===== src/rtl/core/bcdtod_pkg.sv =====
`timescale 1ns / 1ps

package bcdtod_pkg;

    // Operation codes carried in the operation field of an input beat.
    localparam logic [1:0] OP_TICK  = 2'd0;
    localparam logic [1:0] OP_READ  = 2'd1;
    localparam logic [1:0] OP_WRITE = 2'd2;

    // Register indexes of the time and alarm bytes.
    localparam logic [1:0] REG_TENTHS  = 2'd0;
    localparam logic [1:0] REG_SECONDS = 2'd1;
    localparam logic [1:0] REG_MINUTES = 2'd2;
    localparam logic [1:0] REG_HOURS   = 2'd3;

    // Configuration register indexes.
    localparam logic CFG_FIFTY_HZ     = 1'b0;
    localparam logic CFG_ALARM_SELECT = 1'b1;

    // Write masks and the special hour value.
    localparam logic [7:0] MASK_TENTHS = 8'h0f;
    localparam logic [7:0] MASK_MINSEC = 8'h7f;
    localparam logic [7:0] MASK_HOURS  = 8'h9f;
    localparam logic [4:0] HOUR_TWELVE = 5'h12;
    localparam logic [7:0] PM_BIT      = 8'h80;

    // Reset value of the time: 1 o'clock AM, everything else zero.
    localparam logic [3:0][7:0] TIME_RESET = {8'h01, 8'h00, 8'h00, 8'h00};

    typedef logic [3:0][7:0] tod_bytes_t;

    typedef struct packed {
        logic [1:0] operation;
        logic [1:0] register_index;
        logic [7:0] write_data;
    } bcdtod_in_t;

    typedef struct packed {
        logic [7:0] read_data;
        logic       alarm_match;
    } bcdtod_out_t;

    typedef struct packed {
        logic       clock_stopped;
        logic [2:0] line_divider;
    } bcdtod_status_t;

endpackage


===== src/rtl/core/bcd_time_of_day_clock_core.sv =====
`timescale 1ns / 1ps

// BCD time-of-day clock with tenths, seconds, minutes and 12-hour hours with
// an AM/PM flag in bit 7 of the hours byte. Each input beat is a power-line
// tick, a register read or a register write; each produces exactly one result
// beat carrying the read byte (zero for anything but a read) and an alarm
// match flag. A beat is captured in an input register, processed by the clock
// state when the output register can take it, and written to that output
// register; one beat is taken every cycle for as long as the output side
// keeps up, and the update of the clock state from the beat held in the
// input register sets that rate. The output register lets a new beat enter
// while a finished result still waits. After reset the clock is stopped at
// 1:00:00.0 AM and starts counting once the tenths byte is written. The
// configuration port selects 50 Hz or 60 Hz line ticks and whether writes go
// to the alarm or to the time; write it only while no beat is in flight.
module bcd_time_of_day_clock_core (
    input  logic                    clk,
    input  logic                    rst_n,
    input  logic                    cfg_we,
    input  logic                    cfg_index,
    input  logic                    cfg_data,
    input  logic                    in_valid,
    output logic                    in_stall,
    input  bcdtod_pkg::bcdtod_in_t  in_data,
    output logic                    out_valid,
    input  logic                    out_stall,
    output bcdtod_pkg::bcdtod_out_t out_data
);
    import bcdtod_pkg::*;

    logic           in_vld_reg;
    bcdtod_in_t     in_item_reg;
    logic           out_vld_reg;
    bcdtod_out_t    out_item_reg;
    logic           stage_fire;
    bcdtod_out_t    result;
    bcdtod_status_t status;

    // The captured beat moves on whenever the output register is empty or
    // its content is being taken in this cycle.
    assign stage_fire = in_vld_reg && (!out_vld_reg || !out_stall);
    assign in_stall   = in_vld_reg && !stage_fire;

    always_ff @(posedge clk or negedge rst_n)
    begin
        if (!rst_n)
        begin
            in_vld_reg <= 1'b0;
        end
        else if (!in_stall)
        begin
            in_vld_reg <= in_valid;
        end
    end

    always_ff @(posedge clk)
    begin
        if (in_valid && !in_stall)
        begin
            in_item_reg <= in_data;
        end
    end

    bcdtod_state u_state (
        .clk       (clk),
        .rst_n     (rst_n),
        .cfg_we    (cfg_we),
        .cfg_index (cfg_index),
        .cfg_data  (cfg_data),
        .item_fire (stage_fire),
        .item      (in_item_reg),
        .result    (result),
        .status    (status)
    );

    always_ff @(posedge clk or negedge rst_n)
    begin
        if (!rst_n)
        begin
            out_vld_reg <= 1'b0;
        end
        else if (!out_vld_reg || !out_stall)
        begin
            out_vld_reg <= stage_fire;
        end
    end

    always_ff @(posedge clk)
    begin
        if (stage_fire)
        begin
            out_item_reg <= result;
        end
    end

    assign out_valid = out_vld_reg;
    assign out_data  = out_item_reg;

`ifndef SYNTHESIS
    // The ring divider only ever visits its six sequence states.
    a_divider_ring: assert property (@(posedge clk) disable iff (!rst_n)
        status.line_divider != 3'd2 && status.line_divider != 3'd5)
        else $error("line divider left its ring sequence");

    // While stopped, the divider holds or is cleared by a restart.
    a_stopped_divider: assert property (@(posedge clk) disable iff (!rst_n)
        status.clock_stopped |=>
            (status.line_divider == $past(status.line_divider)
             || status.line_divider == 3'd0))
        else $error("line divider moved while the clock was stopped");

    // A read never reports a match and a non-read never returns data.
    a_result_exclusive: assert property (@(posedge clk) disable iff (!rst_n)
        out_vld_reg |-> !(out_item_reg.alarm_match && out_item_reg.read_data != 8'd0))
        else $error("result carries both read data and an alarm match");

    // Backpressure on the input only arises from a held beat.
    a_stall_source: assert property (@(posedge clk) disable iff (!rst_n)
        in_stall |-> (in_vld_reg && out_vld_reg && out_stall))
        else $error("input stalled without a blocked beat behind it");
`endif

endmodule


===== src/rtl/core/bcdtod_advance.sv =====
`timescale 1ns / 1ps

module bcdtod_advance (
    input  bcdtod_pkg::tod_bytes_t time_bytes,
    output bcdtod_pkg::tod_bytes_t time_advanced
);
    import bcdtod_pkg::*;

    logic [3:0] ts;
    logic [3:0] sl;
    logic [2:0] sh;
    logic [3:0] ml;
    logic [2:0] mh;
    logic [3:0] hl;
    logic       hh;
    logic       pm;

    // Each digit counts within its own width and only carries on reaching
    // its limit, so out-of-range digits wrap without a carry.
    always_comb
    begin
        ts = time_bytes[0][3:0] + 4'd1;
        sl = time_bytes[1][3:0];
        sh = time_bytes[1][6:4];
        ml = time_bytes[2][3:0];
        mh = time_bytes[2][6:4];
        hl = time_bytes[3][3:0];
        hh = time_bytes[3][4];
        pm = time_bytes[3][7];
        if (ts == 4'd10)
        begin
            ts = 4'd0;
            sl = sl + 4'd1;
            if (sl == 4'd10)
            begin
                sl = 4'd0;
                sh = sh + 3'd1;
                if (sh == 3'd6)
                begin
                    sh = 3'd0;
                    ml = ml + 4'd1;
                    if (ml == 4'd10)
                    begin
                        ml = 4'd0;
                        mh = mh + 3'd1;
                        if (mh == 3'd6)
                        begin
                            mh = 3'd0;
                            if ((hl == 4'd2 && hh) || (hl == 4'd9 && !hh))
                            begin
                                // 12 rolls to 1 and 9 rolls to 10.
                                hl = {3'd0, hh};
                                hh = !hh;
                            end
                            else
                            begin
                                hl = hl + 4'd1;
                                if (hl == 4'd2 && hh)
                                begin
                                    pm = !pm;
                                end
                            end
                        end
                    end
                end
            end
        end
        time_advanced[0] = {4'd0, ts};
        time_advanced[1] = {1'b0, sh, sl};
        time_advanced[2] = {1'b0, mh, ml};
        time_advanced[3] = {pm, 2'd0, hh, hl};
    end

endmodule


===== src/rtl/core/bcdtod_state.sv =====
`timescale 1ns / 1ps

module bcdtod_state (
    input  logic                   clk,
    input  logic                   rst_n,
    input  logic                   cfg_we,
    input  logic                   cfg_index,
    input  logic                   cfg_data,
    input  logic                   item_fire,
    input  bcdtod_pkg::bcdtod_in_t item,
    output bcdtod_pkg::bcdtod_out_t result,
    output bcdtod_pkg::bcdtod_status_t status
);
    import bcdtod_pkg::*;

    tod_bytes_t time_reg;
    tod_bytes_t time_next;
    tod_bytes_t latch_reg;
    tod_bytes_t latch_next;
    tod_bytes_t alarm_reg;
    tod_bytes_t alarm_next;
    logic       held_reg;
    logic       held_next;
    logic       stopped_reg;
    logic       stopped_next;
    logic [2:0] divider_reg;
    logic [2:0] divider_next;
    logic       fifty_reg;
    logic       alarm_sel_reg;

    tod_bytes_t time_advanced;
    tod_bytes_t latch_source;
    logic [7:0] wr_byte;
    logic       changed;

    bcdtod_advance u_advance (
        .time_bytes    (time_reg),
        .time_advanced (time_advanced)
    );

    always_comb
    begin
        time_next          = time_reg;
        latch_next         = latch_reg;
        alarm_next         = alarm_reg;
        held_next          = held_reg;
        stopped_next       = stopped_reg;
        divider_next       = divider_reg;
        latch_source       = held_reg ? latch_reg : time_reg;
        wr_byte            = 8'd0;
        changed            = 1'b0;
        result.read_data   = 8'd0;
        result.alarm_match = 1'b0;
        case (item.operation)
            OP_TICK:
            begin
                if (!stopped_reg)
                begin
                    if (divider_reg == {1'b0, fifty_reg, 1'b1})
                    begin
                        divider_next       = 3'd0;
                        time_next          = time_advanced;
                        result.alarm_match = (alarm_reg == time_advanced);
                    end
                    else
                    begin
                        // Ring sequence 0, 4, 6, 7, 3, 1.
                        divider_next = {~divider_reg[0], divider_reg[2], divider_reg[1]};
                    end
                end
            end
            OP_READ:
            begin
                latch_next = latch_source;
                if (item.register_index == REG_TENTHS)
                begin
                    held_next = 1'b0;
                end
                else if (item.register_index == REG_HOURS)
                begin
                    held_next = 1'b1;
                end
                result.read_data = latch_source[item.register_index];
            end
            OP_WRITE:
            begin
                case (item.register_index)
                    REG_TENTHS:
                    begin
                        wr_byte = item.write_data & MASK_TENTHS;
                    end
                    REG_SECONDS, REG_MINUTES:
                    begin
                        wr_byte = item.write_data & MASK_MINSEC;
                    end
                    default:
                    begin
                        wr_byte = item.write_data & MASK_HOURS;
                        if (wr_byte[4:0] == HOUR_TWELVE && !alarm_sel_reg)
                        begin
                            wr_byte = wr_byte ^ PM_BIT;
                        end
                    end
                endcase
                if (alarm_sel_reg)
                begin
                    changed = (alarm_reg[item.register_index] != wr_byte);
                    alarm_next[item.register_index] = wr_byte;
                end
                else
                begin
                    if (item.register_index == REG_TENTHS && stopped_reg)
                    begin
                        divider_next = 3'd0;
                        stopped_next = 1'b0;
                    end
                    else if (item.register_index == REG_HOURS)
                    begin
                        stopped_next = 1'b1;
                    end
                    changed = (time_reg[item.register_index] != wr_byte);
                    time_next[item.register_index] = wr_byte;
                end
                result.alarm_match = changed && (alarm_next == time_next);
            end
            default:
            begin
                result.read_data   = 8'd0;
                result.alarm_match = 1'b0;
            end
        endcase
    end

    always_ff @(posedge clk or negedge rst_n)
    begin
        if (!rst_n)
        begin
            time_reg    <= TIME_RESET;
            latch_reg   <= TIME_RESET;
            alarm_reg   <= '0;
            held_reg    <= 1'b0;
            stopped_reg <= 1'b1;
            divider_reg <= 3'd0;
        end
        else if (item_fire)
        begin
            time_reg    <= time_next;
            latch_reg   <= latch_next;
            alarm_reg   <= alarm_next;
            held_reg    <= held_next;
            stopped_reg <= stopped_next;
            divider_reg <= divider_next;
        end
    end

    always_ff @(posedge clk or negedge rst_n)
    begin
        if (!rst_n)
        begin
            fifty_reg     <= 1'b0;
            alarm_sel_reg <= 1'b0;
        end
        else if (cfg_we)
        begin
            if (cfg_index == CFG_FIFTY_HZ)
            begin
                fifty_reg <= cfg_data;
            end
            else if (cfg_index == CFG_ALARM_SELECT)
            begin
                alarm_sel_reg <= cfg_data;
            end
        end
    end

    assign status.clock_stopped = stopped_reg;
    assign status.line_divider  = divider_reg;

endmodule

===== config.mk =====
export PLATFORM = sky130hd
export DESIGN_NAME = bcd_time_of_day_clock_core
export DESIGN_NICKNAME = d
export VERILOG_FILES = /design/src/rtl/core/bcdtod_pkg.sv /design/src/rtl/core/bcd_time_of_day_clock_core.sv /design/src/rtl/core/bcdtod_advance.sv /design/src/rtl/core/bcdtod_state.sv
export SDC_FILE = /design/constraint.sdc
export NUM_CORES = 1
export LEC_CHECK = 0
export ABC_AREA = 1
export ABC_CLOCK_PERIOD_IN_PS = 4600
export BUFFER_PORTS_ARGS = -buffer_cell sky130_fd_sc_hd__buf_4
export CAP_MARGIN = 20
export CORE_ASPECT_RATIO = 1.4
export CORE_MARGIN = 1.5
export CORE_UTILIZATION = 40
export CTS_CLUSTER_DIAMETER = 200
export DETAILED_ROUTE_END_ITERATION = 7
export HOLD_SLACK_MARGIN = 0.02
export PLACE_DENSITY = 0.64
export SETUP_SLACK_MARGIN = 0.02
export SYNTH_ARGS = -nofsm -noshare
export SYNTH_HDL_FRONTEND = slang
export SYNTH_SLANG_ARGS = --single-unit
export TNS_END_PERCENT = 100

===== constraint.sdc =====
create_clock -name clk -period 4.6 [get_ports clk]
set_input_delay 0.23 -clock clk [delete_from_list [all_inputs] [get_ports clk]]
set_output_delay 0.23 -clock clk [all_outputs]
set_load 0.02 [all_outputs]

# After elaboration in Yosys (flattened, before gate mapping)
# Index checks and enable logic that the tools add are counted.
dict set report totals {
  regBits 126
  latchBits 0
  mem_bits_rw 0
  mem_bits_ro 0
  in_bits 19
  out_inout_bits 11
  elab_cells 160
  memories 0
}
dict set report classes {
  add_sub_neg 6
  n_mul 0
  n_div 0
  order_cmp 2
  n_eq_ne 23
  n_shift 0
  mux 68
  bitwise_logic 4
  n_reduce_logical 33
}
# operator count
set ops {}
lappend ops {{$mux 32} 7}
lappend ops {{$bwmux 32} 2}
lappend ops {{$eq 32x32->1} 2}
lappend ops {{$pmux 32 s2} 1}
lappend ops {{$mux 4} 13}
lappend ops {{$bmux 8 s2} 3}
lappend ops {{$mux 8} 6}
lappend ops {{$mux 3} 12}
lappend ops {{$mux 1} 20}
lappend ops {{$add 4x1->4 const B} 4}
lappend ops {{$demux 8 s2} 1}
lappend ops {{$eq 4x4->1 const B} 4}
lappend ops {{$ne 8x8->1} 2}
lappend ops {{$pmux 8 s2} 1}
lappend ops {{$logic_and 1x1->1} 10}
lappend ops {{$eq 4x2->1 const B} 2}
lappend ops {{$reduce_and 2->1} 4}
lappend ops {{$reduce_and 4->1} 2}
lappend ops {{$logic_not 1->1} 7}
lappend ops {{$add 3x1->3 const B} 2}
lappend ops {{$eq 2x2->1 const B} 3}
lappend ops {{$eq 3x3->1 const B} 2}
lappend ops {{$pmux 3 s2} 1}
lappend ops {{$reduce_bool 2->1} 3}
lappend ops {{14 further kinds} 22}

# Longest topological paths before layout
# Gate-level depths: netlist of the first run.
dict set report depth {
  depth_word 14
  mapped_depth 19
  ltp_nobuf 18
}

# Hierarchy
# A second synthesis of the first run with hierarchy kept.
dict set report unflattened {
  cells_unflattened 1459
  area_unflattened_um2 9904.5
}
# mod instances cells_each area_per_inst_um2 seq_area_each_um2
set by_module_without_submodules {}
lappend by_module_without_submodules {bcdtod_state 1 1253 8131.5 2581.2}
lappend by_module_without_submodules {bcdtod_advance 1 173 1047.3 0.0}
lappend by_module_without_submodules {bcd_time_of_day_clock_core 1 33 725.7 680.7}

# Worst setup path after synthesis of the first run
# No wires, ideal clock.
dict set report synth_timing {
  path_type {reg2reg}
  from {register in_item_reg[8] (netlist name)}
  to {register out_item_reg (netlist bit out_data[0]) (data pin)}
  t_arrival_ns 2.640
  slack_ns 1.708
  stages_incl_launch_ff 17
  synth_period_minus_slack_ns 2.892
  path_cell_list {edfxtp_1 > buf_2 > inv_1 > clkbuf_1 > buf_1 > ha_1 > o21ai_0 > nand2_1 > o21ai_0 > xor2_1 > nor2_1 > nand2_1 > nor2_1 > nand2_1 > nor2_1 > nand3_1 > nand2_1}
}
# item line
set synth_rtl {}
lappend synth_rtl {{start, declared} bcd_time_of_day_clock_core.sv:32} ;# bcdtod_in_t in_item_reg;
lappend synth_rtl {{start signal, assigned} bcd_time_of_day_clock_core.sv:60} ;# in_item_reg <= in_data;
lappend synth_rtl {{end signal, assigned} bcd_time_of_day_clock_core.sv:92} ;# out_item_reg <= result;
lappend synth_rtl {{end, declared} bcd_time_of_day_clock_core.sv:34} ;# bcdtod_out_t out_item_reg;

==> summary.md, run 1 <==
| Metric | Value |
|---|---|
| Outcome | `completed` |
| Main synth FF type | `dfrtp_1` |
| Setup-failing EPs final | `0` |
| Core Region | `0.0213 mm2` |
| Height of the die | `178 um` |
| Drt wl/cell | `19.2 um` |
| Routed vias/inst | `5.64` |
| Clk buf depth | `2` |
| Fin Hold WS | `0.0367 ns` |
| Final GP Congestion | `0.973` |
| PwrDens | `625 mW/mm2` |
| Switching pwr | `0.00278 W` |
| RSZ-0062 raised after global routing | `no` |
| Pleak | `4.69 nW` |
| Comb power frac | `0.435` |
| Max-slew violation count | `0` |
| Ys async rst share | `0.833` |
| Root Buffer | `clkbuf_16` |
| Part of the cycle the worst path needs | `0.695` |
| Synth Net Count | `1274` |
| Sequential power share | `0.321` |
| Hold Path Class | `in -> reg` |
| Post-DP HPWL | `21400 um` |
| Final Util | `0.469` |
| CTS tree | `yes` |
| Fmax | `313 MHz` |
| Clk slew on worst S/H paths | `0.06 ns` |
| Worst vdd ir | `415 uV` |
| Switching Fraction | `0.446` |
| Residual DRC | `0` |
| Internal Power | `0.00346 W` |
| Crit path launch type | `flop` |
| Max_cap viols | `0` |
| Pre-CTS WS | `1.51 ns` |
| Placement Cell Area | `0.00914 mm2` |
| Final Hold Fails | `0` |
| Port Buffers | `29` |
| Total wire length | `29500 um` |
| Iteration-0 DRC Markers | `834` |
| Worst EP arrival | `3.39 ns` |
| Tmin final | `3.20 ns` |
| #FFs+latches synth | `126` |
| Synth cell types | `40` |
| Measured slew at the worst slew-check pin | `0.985 ns` |
| GRT Total Usage | `0.268` |
| GR Overflow Total | `0` |
| Nets | `1297` |
| Clk pwr share | `0.244` |
| Worst path required time | `4.79 ns` |
| Setup TNS | `0 ns` |
| Post-synth EDFFs | `21` |
| Initial core utilization | `0.411` |
| Pin count of the biggest net entering global routing | `74` |
| CTS H-tree depth | `4` |
| Post-route setup slack | `1.40 ns` |
| Worst Skew | `0.0120 ns` |
| DR vias | `8647` |
| Fin area | `0.00998 mm2` |
| Slew margin rel. | `0.344` |
| Fill cells | `2155` |
| Initial antenna violation count | `1` |
| Die X | `128 um` |
| IO Count | `30` |
| First-pass GRT wire length | `45300 um` |
| Clock sinks | `126` |
| Post-DRT Antenna Nets | `0` |
| CTS buffer count | `17` |
| First-pass detailed-route iteration total | `6` |
| Synthesized area | `0.00874 mm2` |
| Layout area overhead | `14.2%` |
| Yosys warning count | `0` |
| Avg Cell Area, Syn | `7.06 um2` |
| CP Max Fanout | `57` |
| Type of the worst setup path | `reg -> reg` |
| Clock Latency Late Sink | `0.45 ns` |
| Vias in the first global route | `7983` |
| Seq/Total Area, Yosys | `0.373` |
| FP Rows | `63` |
| CP Capture Type | `flop` |
| Share of cells above drive strength 1 | `0.108` |
| Die ar. | `0.0228 mm2` |
| Post-synthesis instance total | `1237` |
## cell families after synthesis
group | share of synthesized area
XOR/XNOR | 0.0291
AND/OR/NAND/NOR | 0.274
multiplexers | 0.0245
adder cells (fa/ha/maj) | 0.0258
AO/OA/AOI/OAI | 0.190
buffers and inverters | 0.0832
flip-flops | 0.373
## cell usage after synthesis, types with 2 or more instances
cell / count / share of area
a21oi_1: 72 / 0.041
a22oi_1: 2 / 0.0017
a31oi_1: 5 / 0.0036
buf_1: 3 / 0.0013
buf_2: 17 / 0.0097
buf_4: 3 / 0.0026
clkbuf_1: 31 / 0.013
dfrtp_1: 102 / 0.29
dfstp_2: 3 / 0.0090
edfxtp_1: 21 / 0.072
ha_1: 18 / 0.026
inv_1: 119 / 0.051
inv_2: 9 / 0.0039
mux2_2: 19 / 0.024
nand2_1: 343 / 0.15
nand2_2: 9 / 0.0064
nand2_4: 4 / 0.0052
nand3_1: 85 / 0.049
nand3_2: 3 / 0.0034
nand3b_1: 6 / 0.0052
nand4_1: 10 / 0.0072
nor2_1: 77 / 0.033
nor2_2: 3 / 0.0021
nor2_4: 2 / 0.0026
nor2_8: 3 / 0.0069
nor3_1: 5 / 0.0029
o211ai_1: 15 / 0.013
o21ai_0: 182 / 0.10
o21ai_2: 3 / 0.0030
o21bai_1: 3 / 0.0026
o22ai_1: 21 / 0.015
o31ai_1: 3 / 0.0026
or2_2: 2 / 0.0014
xnor2_1: 13 / 0.013
xor2_1: 16 / 0.016
## cell type report
class                   count  area, um2  area share
diodes                      1       2.50    0.000251
multi-input cells         928       4760       0.477
repair buffers             59        495      0.0496
clock inverters            14        215      0.0216
clock buffers              18        439      0.0440
flip-flops and latches    126       3260       0.327
inverters                 128        480      0.0481
well taps                 260        325      0.0326
## path summary, 6_finish.rpt
kind | slack [ns] | to | cells after the start | from
hold / removal | 0.04 | out_valid | 3 | out_stall
setup reg to reg | 1.40 | out_data[0] | 12 | in_item_reg[8]
setup / recovery | 1.40 | out_data[0] | 12 | in_item_reg[8]
min in group asynchronous | 0.47 | in_vld_reg | 2 | rst_n
hold reg to reg | 0.46 | out_valid | 2 | in_vld_reg
max in group asynchronous | 3.07 | u_state.stopped_reg | 3 | rst_n
## per-stage QoR
| stage | total power (W) | instances |
|---|---|---|
| 2_1_floorplan | 0.00383 | 1237 |
| 3_3_place_gp | 0.00463 | 1484 |
| 3_5_place_dp | 0.00465 | 1484 |
| 4_1_cts | 0.00620 | 1532 |
| 5_1_grt | 0.00666 | 1533 |
| 6_report | 0.00624 | 1534 |
## layout by cell type (no fill, tap or decap), types with 6 or more instances in the layout
master	Yosys	layout
nand2_1	343	343
nand2_2	9	9
xnor2_1	13	13
inv_1	119	119
nand3b_1	6	6
nor2_1	77	75
dlygate4sd3_1	0	16
clkbuf_16	0	17
o22ai_1	21	21
buf_4	3	42
ha_1	18	18
o21ai_0	182	182
inv_2	9	9
nand3_1	85	85
edfxtp_1	21	21
o211ai_1	15	15
a21oi_1	72	72
dfrtp_1	102	101
nand4_1	10	10
xor2_1	16	16
mux2_2	19	19
## power by group through the flow
stage | registers [W] | logic, W | clock network [W]
6_report | 0.00200 | 0.00271 | 0.00152
5_1_grt | 0.00205 | 0.00304 | 0.00158
4_1_cts | 0.00199 | 0.00268 | 0.00153
3_5_place_dp | 0.00200 | 0.00265 | 0
3_3_place_gp | 0.00200 | 0.00263 | 0
2_1_floorplan | 0.00183 | 0.00200 | 0
## critical path: stages, from the launching register on
cell and delay (ns):
edfxtp_1 0.36, buf_4 0.48, ha_1 0.41, nand2_1 0.35
o21ai_0 0.46, xor2_1 0.37, nor3_1 0.10, nand2_1 0.11
nor2_1 0.04, nand2_1 0.06, nor2_1 0.04, nand3_1 0.06
nand2_1 0.05
## repair_timing
item | 4_1_cts | 5_1_grt
hold buffers | 16 | 0
endpoints found under the setup margin | 0 | 0
endpoints found under the hold margin | 85 | 0
buffers inserted | 0 | 0
gates resized for setup | 0 | 0
## per-layer routing
| layer | share of wire | GRT usage | vias up | wire length [um] |
|---|---|---|---|---|
| li1 | - | - | 4161 | - |
| met1 | 0.40 | 0.322 | 4022 | 11700 |
| met2 | 0.49 | 0.457 | 367 | 14400 |
| met3 | 0.060 | 0.0401 | 95 | 1760 |
| met4 | 0.052 | 0.145 | 2 | 1540 |
| met5 | 0.0011 | 0 | - | 33 |
Note: power is estimated with default switching activity, not from simulation.
==> run 2, diff against run 1 <==
ABC_CLOCK_PERIOD_IN_PS = 2970   (was 4600)
clock period = 2.97 ns   (was 4.6 ns; I/O delays follow)
==> run 2 against run 1 <==
Sequential share of layout area down 0.36 points. Wire length is 1.9% higher. Largest cell class unchanged. Sequential power rose by 57%. Clock power rose by 47%. Design area is 1.1% higher.
==> summary.md, run 2 (synthesized netlist as in run 1, its figures left out) <==
| Metric | Value |
|---|---|
| Outcome | `completed` |
| Clock sinks | `126 (unchanged)` |
| Crit-path leading delay family | `simple AND/OR/NAND/NOR gates` |
| Die ar. | `0.0228 mm2 (unchanged)` |
| Port Buffers | `29 (unchanged)` |
| GR Overflow Total | `0 (unchanged)` |
| # Post-CTS Setup Buffers | `0 (unchanged)` |
| ANT cells | `0 (-1)` |
| Most common cell after layout, fill and taps aside | `nand2_1` |
| Core Region | `0.0213 mm2 (unchanged)` |
| Clk slew on worst S/H paths | `0.06 ns (about the same)` |
| Layout area overhead | `15.5%` |
| CP dominant cell by count | `nand2_1` |
| Most frequent cells in the layout | `nand2_1, o21ai_0, inv_1, dfrtp_1, nand3_1` |
| First-pass detailed-route iteration total | `6 (unchanged)` |
| Pleak | `4.76 nW (+1.5%)` |
| Final GP Congestion | `1.01 (+4.3%)` |
| First-pass GRT wire length | `46900 um (+3.6%)` |
| Fill cells | `2132 (-1.1%)` |
| Final Util | `0.474 (+0.00523)` |
| Die X | `128 um (unchanged)` |
| Flop2flop setup slack | `0.29 ns (-1.11 ns)` |
| Total wire length | `30000 um (+1.9%)` |
| Crit path buf inv count | `1 (unchanged)` |
| CTS buffer count | `17 (unchanged)` |
| GRT Total Usage | `0.276 (+0.00862)` |
| Type of the worst setup path | `reg -> reg` |
| Post-CTS Resized | `0 (unchanged)` |
| Height of the die | `178 um (unchanged)` |
| Setup-failing EPs final | `0 (unchanged)` |
| Pin count of the biggest net entering global routing | `58 (-22%)` |
| Worst path required time | `3.28 ns (-1.51 ns)` |
| Cell Chain, Critical Path | `buf_4 -> ha_1 -> nand2_1 -> o21ai_0 -> xnor2_1 -> nand2_1 -> nor3_1 -> nand2_1 -> nor2_1 -> nand2_1 -> nor2_1 -> nand3_1 -> nand2_1` |
| Nets | `1316 (+1.5%)` |
| Final Hold Fails | `0 (unchanged)` |
| CTS tree | `yes` |
| Worst Skew | `0.00723 ns (-0.00474 ns)` |
| Post-DP HPWL | `22000 um (+3.2%)` |
| Max_cap viols | `0 (unchanged)` |
| FP Rows | `63 (unchanged)` |
| CP Max Fanout | `13 (-77%)` |
| Routed vias/inst | `5.56 (-1.3%)` |
| Tmin final | `2.68 ns (-0.518 ns)` |
| Initial antenna violation count | `0 (-1)` |
| Slowest CP cell | `o21ai_0` |
| Hold Path Class | `in -> async` |
| Reg area | `0.00326 mm2 (unchanged)` |
| Crit path launch type | `flop` |
| Measured slew at the worst slew-check pin | `0.886 ns (-0.0988 ns)` |
| Slew margin rel. | `0.403 (+0.0596)` |
| Drt wl/cell | `19.4 um (+0.68%)` |
| Hold-fix buffers, CTS | `19 (+3)` |
| Root Buffer | `clkbuf_16` |
| DR vias | `8631 (-0.19%)` |
| Share of cells above drive strength 1 | `0.118 (+0.0100)` |
| PwrDens | `957 mW/mm2 (+53%)` |
| Max-slew violation count | `0 (unchanged)` |
| Fmax | `373 MHz (+19%)` |
| IO Count | `30 (unchanged)` |
| Post-DRT Antenna Nets | `0 (unchanged)` |
| Clock Latency Late Sink | `0.44 ns (about the same)` |
| Vias in the first global route | `8244 (+3.3%)` |
| Worst vdd ir | `611 uV (+47%)` |
| Setup TNS | `0 ns (unchanged)` |
| RSZ-0062 raised after global routing | `no` |
| Initial core utilization | `0.411 (unchanged)` |
| CTS H-tree depth | `4 (unchanged)` |
| Residual DRC | `0 (unchanged)` |
| Clk buf depth | `2 (unchanged)` |
| Max stage delay on crit path | `0.45 ns (-0.03 ns)` |
| Part of the cycle the worst path needs | `0.902 (+0.207)` |
| Iteration-0 DRC Markers | `910 (+9.1%)` |
| Multi-input gate area | `0.00476 mm2 (unchanged)` |
| CP Capture Type | `flop` |
| Worst EP arrival | `2.99 ns (-0.40 ns)` |
-- run 2: cell types whose count changed in the layout (fill, tap and decap cells not counted), moves of 2 or more --
cell           change
dlygate4sd3_1      +3
clkinv_4           -3
inv_6              +2
buf_4             +16
-- run 2: worst reg2reg max path, cell delays in order, from the launching register on --
cell      delay (ns)
edfxtp_1        0.35
buf_4           0.18
ha_1            0.35
nand2_1         0.37
o21ai_0         0.45
xnor2_1         0.20
nand2_1         0.08
nor3_1          0.14
nand2_1         0.07
nor2_1          0.09
nand2_1         0.05
nor2_1          0.08
nand3_1         0.07
nand2_1         0.08
-- run 2: final cells by class --
cell class | instances | share of cell area
clock inverter | 15 | 0.0191
timing repair buffer | 78 | 0.0640
multi-input combinational | 928 | 0.472
inverter | 128 | 0.0476
sequential | 126 | 0.323
tap | 260 | 0.0322
clock buffer | 17 | 0.0422
-- run 2: layer usage --
layer | wire (um) | track usage | up-vias
li1 | - | - | 4186
met1 | 12200 | 0.347 | 4039
met2 | 14600 | 0.459 | 332
met3 | 1720 | 0.0368 | 74
met4 | 1490 | 0.151 | 0
met5 | 0 | 0 | -
-- run 2: report_power, final --
group,internal (W),switching (W)
logic,0.00152,0.00277
clock network,0.00140,0.000833
registers,0.00239,0.000754
-- run 2: stage by stage --
step	power [W]	worst slack (ns)	std cells	instance area, um2	hold WS [ns]
final	0.00966	0.291	1552	10100	0.296
after floorplan	0.00594	0.0783	1237	8740	-0.147
after global routing	0.0104	0.0451	1552	10100	0.380
after global placement	0.00729	0.359	1501	9280	0.252
after detailed placement	0.00732	0.346	1501	9280	0.248
after CTS	0.00961	0.326	1552	10100	0.335
-- run 2: final timing paths --
check,start,endpoint,cells past startpoint
worst max register to register,in_item_reg[8],out_data[0],13
worst min register to register,in_vld_reg,out_valid,2
worst max-delay path,in_item_reg[8],out_data[0],13
worst min-delay path,rst_n,in_vld_reg,2
max in group asynchronous,rst_n,u_state.latch_reg[24],3
min in group clk,in_data[1],in_item_reg[1],2
